## src/sv/qrs_pkg.sv

```systemverilog
`default_nettype none
package qrs_pkg;

  // coefficient and root format
  localparam int COEF_W        = 32;
  localparam int TOL_W         = 16;
  localparam int FRAC_BITS_DEF = 16;

  // discriminant and square root widths
  localparam int DW = 66;
  localparam int SW = DW / 2;
  localparam int RW = SW + 3;

  // divider operand widths
  localparam int NUM_W    = 35;
  localparam int NUM_MAGW = NUM_W - 1;
  localparam int DEN_W    = 34;
  localparam int DEN_MAGW = DEN_W - 1;

  // saturation limits of a 32-bit signed root
  localparam logic [63:0] SAT_NEG_MAG = 64'h0000_0000_8000_0000;
  localparam logic [63:0] SAT_POS_MAG = 64'h0000_0000_7FFF_FFFF;

  // root count codes
  localparam logic [1:0] CNT_NONE = 2'd0;
  localparam logic [1:0] CNT_ONE  = 2'd1;
  localparam logic [1:0] CNT_TWO  = 2'd2;
  localparam logic [1:0] CNT_INF  = 2'd3;

  // solution kind decided ahead of the square root
  typedef enum logic [2:0] {
    KIND_NONE,
    KIND_INF,
    KIND_LIN,
    KIND_ONE,
    KIND_TWO
  } kind_t;

endpackage
`default_nettype wire

```

## src/sv/qrs_isqrt.sv

```systemverilog
`default_nettype none
module qrs_isqrt import qrs_pkg::*; (
  input  logic          clk,
  input  logic          en,
  input  logic [DW-1:0] rad,
  output logic [SW-1:0] root
);

  logic [RW-1:0] rem_q   [SW];
  logic [SW-1:0] root_q  [SW];
  logic [DW-1:0] rad_q   [SW];
  logic [RW-1:0] rem_src [SW];
  logic [SW-1:0] root_src[SW];
  logic [DW-1:0] rad_src [SW];
  logic [RW-1:0] rem_sh  [SW];
  logic [RW-1:0] trial   [SW];
  logic [RW-1:0] rem_next [SW];
  logic [SW-1:0] root_next[SW];
  logic [DW-1:0] rad_next [SW];

  // one result bit per stage, restoring method
  always_comb begin
    for (int i = 0; i < SW; i++) begin
      if (i == 0) begin
        rem_src[i]  = '0;
        root_src[i] = '0;
        rad_src[i]  = rad;
      end else begin
        rem_src[i]  = rem_q[i-1];
        root_src[i] = root_q[i-1];
        rad_src[i]  = rad_q[i-1];
      end
      rem_sh[i] = {rem_src[i][RW-3:0], rad_src[i][DW-1 -: 2]};
      trial[i]  = {1'b0, root_src[i], 2'b01};
      if (rem_sh[i] >= trial[i]) begin
        rem_next[i]  = rem_sh[i] - trial[i];
        root_next[i] = {root_src[i][SW-2:0], 1'b1};
      end else begin
        rem_next[i]  = rem_sh[i];
        root_next[i] = {root_src[i][SW-2:0], 1'b0};
      end
      rad_next[i] = {rad_src[i][DW-3:0], 2'b00};
    end
  end

  // stage registers
  always_ff @(posedge clk) begin
    if (en) begin
      for (int i = 0; i < SW; i++) begin
        rem_q[i]  <= rem_next[i];
        root_q[i] <= root_next[i];
        rad_q[i]  <= rad_next[i];
      end
    end
  end

  assign root = root_q[SW-1];

endmodule
`default_nettype wire

```

## config.mk

```make
export PLATFORM = sky130hd
export DESIGN_NAME = qrs_isqrt
export DESIGN_NICKNAME = d
export VERILOG_FILES = /design/src/sv/qrs_pkg.sv /design/src/sv/qrs_isqrt.sv
export SDC_FILE = /design/constraint.sdc
export NUM_CORES = 2
export LEC_CHECK = 0
export BUFFER_PORTS_ARGS = -buffer_cell sky130_fd_sc_hd__buf_2
export CORE_UTILIZATION = 55
export DETAILED_ROUTE_END_ITERATION = 6
export GPL_TIMING_DRIVEN = 0
export PLACE_DENSITY = 0.71
export SETUP_SLACK_MARGIN = 0.1
export SLEW_MARGIN = 20
export SYNTH_ARGS = -nofsm -noshare
export SYNTH_HDL_FRONTEND = slang
export SYNTH_MEMORY_MAX_BITS = 65536
export SYNTH_SLANG_ARGS = --single-unit
```

## constraint.sdc

```tcl
create_clock -name clk -period 4.5 [get_ports clk]
set_input_delay 0.225 -clock clk [delete_from_list [all_inputs] [get_ports clk]]
set_output_delay 0.225 -clock clk [all_outputs]
set_load 0.02 [all_outputs]
```

==> impl_metrics.py <==
metrics = {
    "cts": {
        "clk-insertion-delay-late_ns": 0.93,
        "cts.sinks": 2654,
        "clk_pin_slew_worst_paths_ns": 0.06,
        "cts_buffer_depth": 4,
        "cts_root_buf": "clkbuf_16",
        "tritoncts": "done",
        "cts_made_buffers": 294,
        "ctsHtreeMaxLevel": 5,
    },
    "grt": {
        "grt_pass1_wl_um": 396600,
        "grt.overflow.total": 0,
        "grt_util_all_layers_pct": 22.44,
        "first_global_vias": 72930,
        "antenna_found_initial": 2,
        "grt_max_degree": 162,
    },
    "routing": {
        "drc": 0,
        "route.met3.wl_um": 9481,
        "dr.max_layer_used": "met4",
        "drt_pass1_iterations": 7,
        "wl_met1_um": 108500,
        "postRouteAntennaNets": 0,
        "vias": 74200,
        "viasPerCell": 5.644,
        "met2WireLength_um": 127200,
        "wl_per_cell_um": 19.43,
        "wl_um": 255400,
        "drt_iter0_markers": 5302,
    },
    "synthesis": {
        "synth_edf_count": 2654,
        "yosysWarningCount": 0,
        "ys_types": 91,
        "synth_nets": 10070,
        "synth_common_cells": "edfxtp_1, inv_1, nand2_1",
        "netlist_instances": 9403,
        "synth_top_area_share_pct": 64.90,
        "synth_seq_area_share_pct": 64.90,
        "syn_area_um2": 122800,
        "synth_area_leaders": "edfxtp_1, ha_1, xnor2_1, xor2_1, a21oi_1",
        "ys_ff_latch": 2654,
        "synth-main-ff-cell": "edfxtp_1",
        "synth.avg_cell_area_um2": 13.06,
        "async_reset_ff_share_pct": 0,
        "synth_top_area_cell": "edfxtp_1",
        "synth.most_common_cell": "edfxtp_1",
    },
    "cells_and_area": {
        "stdcell_count": 13150,
        "fillCellCount": 16840,
        "drive_above_1_share_pct": 7.624,
        "area_delta_synth_final_pct": 12.73,
        "final_core_util_pct": 62.33,
        "postLayoutCellArea_um2": 138400,
        "fin_nets": 10620,
    },
    "timing": {
        "drv_slew": 0,
        "setup_ws_ns": 0.2527,
        "clock.fmax_ghz": 0.2354,
        "grt_setup_unrepaired": "false",
        "finalHoldViolCount": 0,
        "min_period_ns": 4.247,
        "worst_pin_slew_ns": 0.9459,
        "slew_headroom_pct": 36.78,
        "fin_crit_sh_pct": 94.38,
        "fin_worst_skew_ns": 0.07012,
        "setup_viol": 0,
    },
    "min_path": {
        "hp-class": "input port to flip-flop",
    },
    "placed_design": {
        "dpl.cell_count": 12500,
        "port_buffers": 100,
        "pre_cts_ws_ns": -0.4622,
        "dp_hpwl_um": 183400,
        "post_dp_cell_area_um2": 127600,
        "place_congestion": 0.9285,
    },
    "pwr": {
        "ir_drop_mv": 0.4914,
        "leakagePower_nw": 53.14,
        "power_w": 0.07174,
        "power.density_nw_per_um2": 518.2,
    },
    "setup_path": {
        "reg2reg_slack_ns": 0.25,
        "worstSetupEndpoint": "rem_q[0][1072]$_DFFE_PP_",
        "crit_fanout": 10,
        "startpoint_type": "flip-flop",
        "rr_startpoint": "rad_q[0][1854]$_DFFE_PP_",
        "startpoint": "rad_q[0][1854]$_DFFE_PP_",
        "endpoint_kind": "flip-flop",
        "worst-endpoint-arrival_ns": 4.89,
        "r2r_end": "rem_q[0][1072]$_DFFE_PP_",
        "crit_type": "flip-flop to flip-flop",
        "required_ns": 5.14,
        "reg2regPathDepth": 14,
    },
    "status": {
        "status": "finished, final reports clean",
    },
    "floorplanning": {
        "coreArea_um2": 222100,
        "dieWidth_um": 474.5,
        "start_util_pct": 55.29,
        "die_h_um": 474.5,
        "dieArea_um2": 225200,
        "ios": 101,
        "num_rows": 173,
    },
    "flow_run": {
        "cap_violations": 0,
    },
}
==> registers in the layout, summed over array words and instances (netlist names) <==
signal,cells
rad_q,1056
rem_q,1037
root_q,561
==> worst max-delay path: stages, from the launching register on <==
cell       delay, ns
edfxtp_1        0.60
inv_1           0.13
ha_1            0.19
nor2b_1         0.06
o311a_1         0.34
o2111ai_1       0.35
a21oi_1         0.17
o211ai_1        0.27
a21oi_1         0.15
nor3_1          0.23
o21a_1          0.15
clkbuf_1        0.36
clkbuf_1        0.58
nand2_1         0.13
o21ai_0         0.26
==> where the power goes <==
group          switching [W]  internal [W]  leakage, nW
registers            0.00206        0.0313         25.5
clock network        0.00937        0.0139         4.55
logic                0.00876       0.00628         23.0
==> per-layer routing <==
metal | global-route usage, % | vias up
met2 | 39.18 | 1703
li1 | - | 35930
met3 | 2.672 | 571
met4 | 9.144 | 0
met5 | 0 | -
met1 | 28.34 | 36000
==> cell usage in the layout (no fill, tap or decap), types with 25 or more instances in the layout <==
cell type and n:
edfxtp_1 2654, inv_1 734, nand2_1 633, a21oi_1 605, ha_1 596, nor2_1 574
xnor2_1 456, o21ai_0 449, xor2_1 418, clkbuf_16 302, a21o_1 257, nor3_1 239
clkbuf_1 177, nand3_1 145, dlygate4sd3_1 128, nor4_1 126, nand2b_1 120, buf_2 114
mux2_2 107, nand4_1 103, o21a_1 98, nor2b_1 95, or3_1 94, and3_1 59
o21bai_1 57, a31oi_1 49, a211oi_1 48, clkinv_2 47, or4_1 45, o31ai_1 45
clkinv_1 43, or2_2 36, o211ai_1 36, bufinv_16 30, and2_1 27, o41ai_1 25
==> what timing repair did <==
item / in CTS / in global routing
setup buffers: 3 / 0
hold buffers: 128 / 0
setup endpoints to repair: 93 / 224
resized for setup: 15 / 22
endpoints found under the hold margin: 202 / 0
gates cloned: 0 / 2
==> stage by stage <==
stage	setup TNS [ns]	hold WS, ns
2_1_floorplan	0	0.3239
3_3_place_gp	-	0.4000
3_5_place_dp	-54.22	0.4031
4_1_cts	0	0.002053
5_1_grt	0	0.02591
6_report	0	0.06500
==> cells by family (layout without fill, tap and decap cells) <==
kind of cell / after synthesis / count (layout) / share of synthesized area, %
buffers and inverters: 913 / 1675 / 2.818
adder cells (fa/ha/maj): 596 / 596 / 6.073
multiplexers: 117 / 117 / 1.066
XOR/XNOR: 874 / 874 / 6.234
AND/OR/NAND/NOR: 2394 / 2394 / 9.560
AO/OA/AOI/OAI: 1854 / 1854 / 9.345
other: 1 / 7 / 0.003054
flip-flops: 2654 / 2654 / 64.90
==> cell type report <==
type / instances / area (um2) / share of cell area, %
sequential: 2654 / 79700 / 57.57
multi-input combinational: 5836 / 39720 / 28.70
clock buffer: 343 / 7669 / 5.540
tap: 2975 / 3722 / 2.689
inverter: 736 / 2763 / 1.996
timing repair buffer: 254 / 2424 / 1.751
clock inverter: 165 / 1690 / 1.221
buffer: 177 / 721.9 / 0.5215
antenna: 6 / 15.01 / 0.01085
==> worst min path at each step <==
stage	startpoint	end	slack (ns)	cells after the start
after floorplan	rad[0]	rad_q[0][0]$_DFFE_PP_	0.32	0
after global placement	rad_q[0][528]$_DFFE_PP_	rad_q[0][594]$_DFFE_PP_	0.40	0
after detailed placement	rad[7]	rad_q[0][7]$_DFFE_PP_	0.40	1
after CTS	rad[31]	rad_q[0][31]$_DFFE_PP_	0.002	2
after global routing	rad[31]	rad_q[0][31]$_DFFE_PP_	0.03	2
final	rad[31]	rad_q[0][31]$_DFFE_PP_	0.07	2
Note: power is estimated with default switching activity, not from simulation.
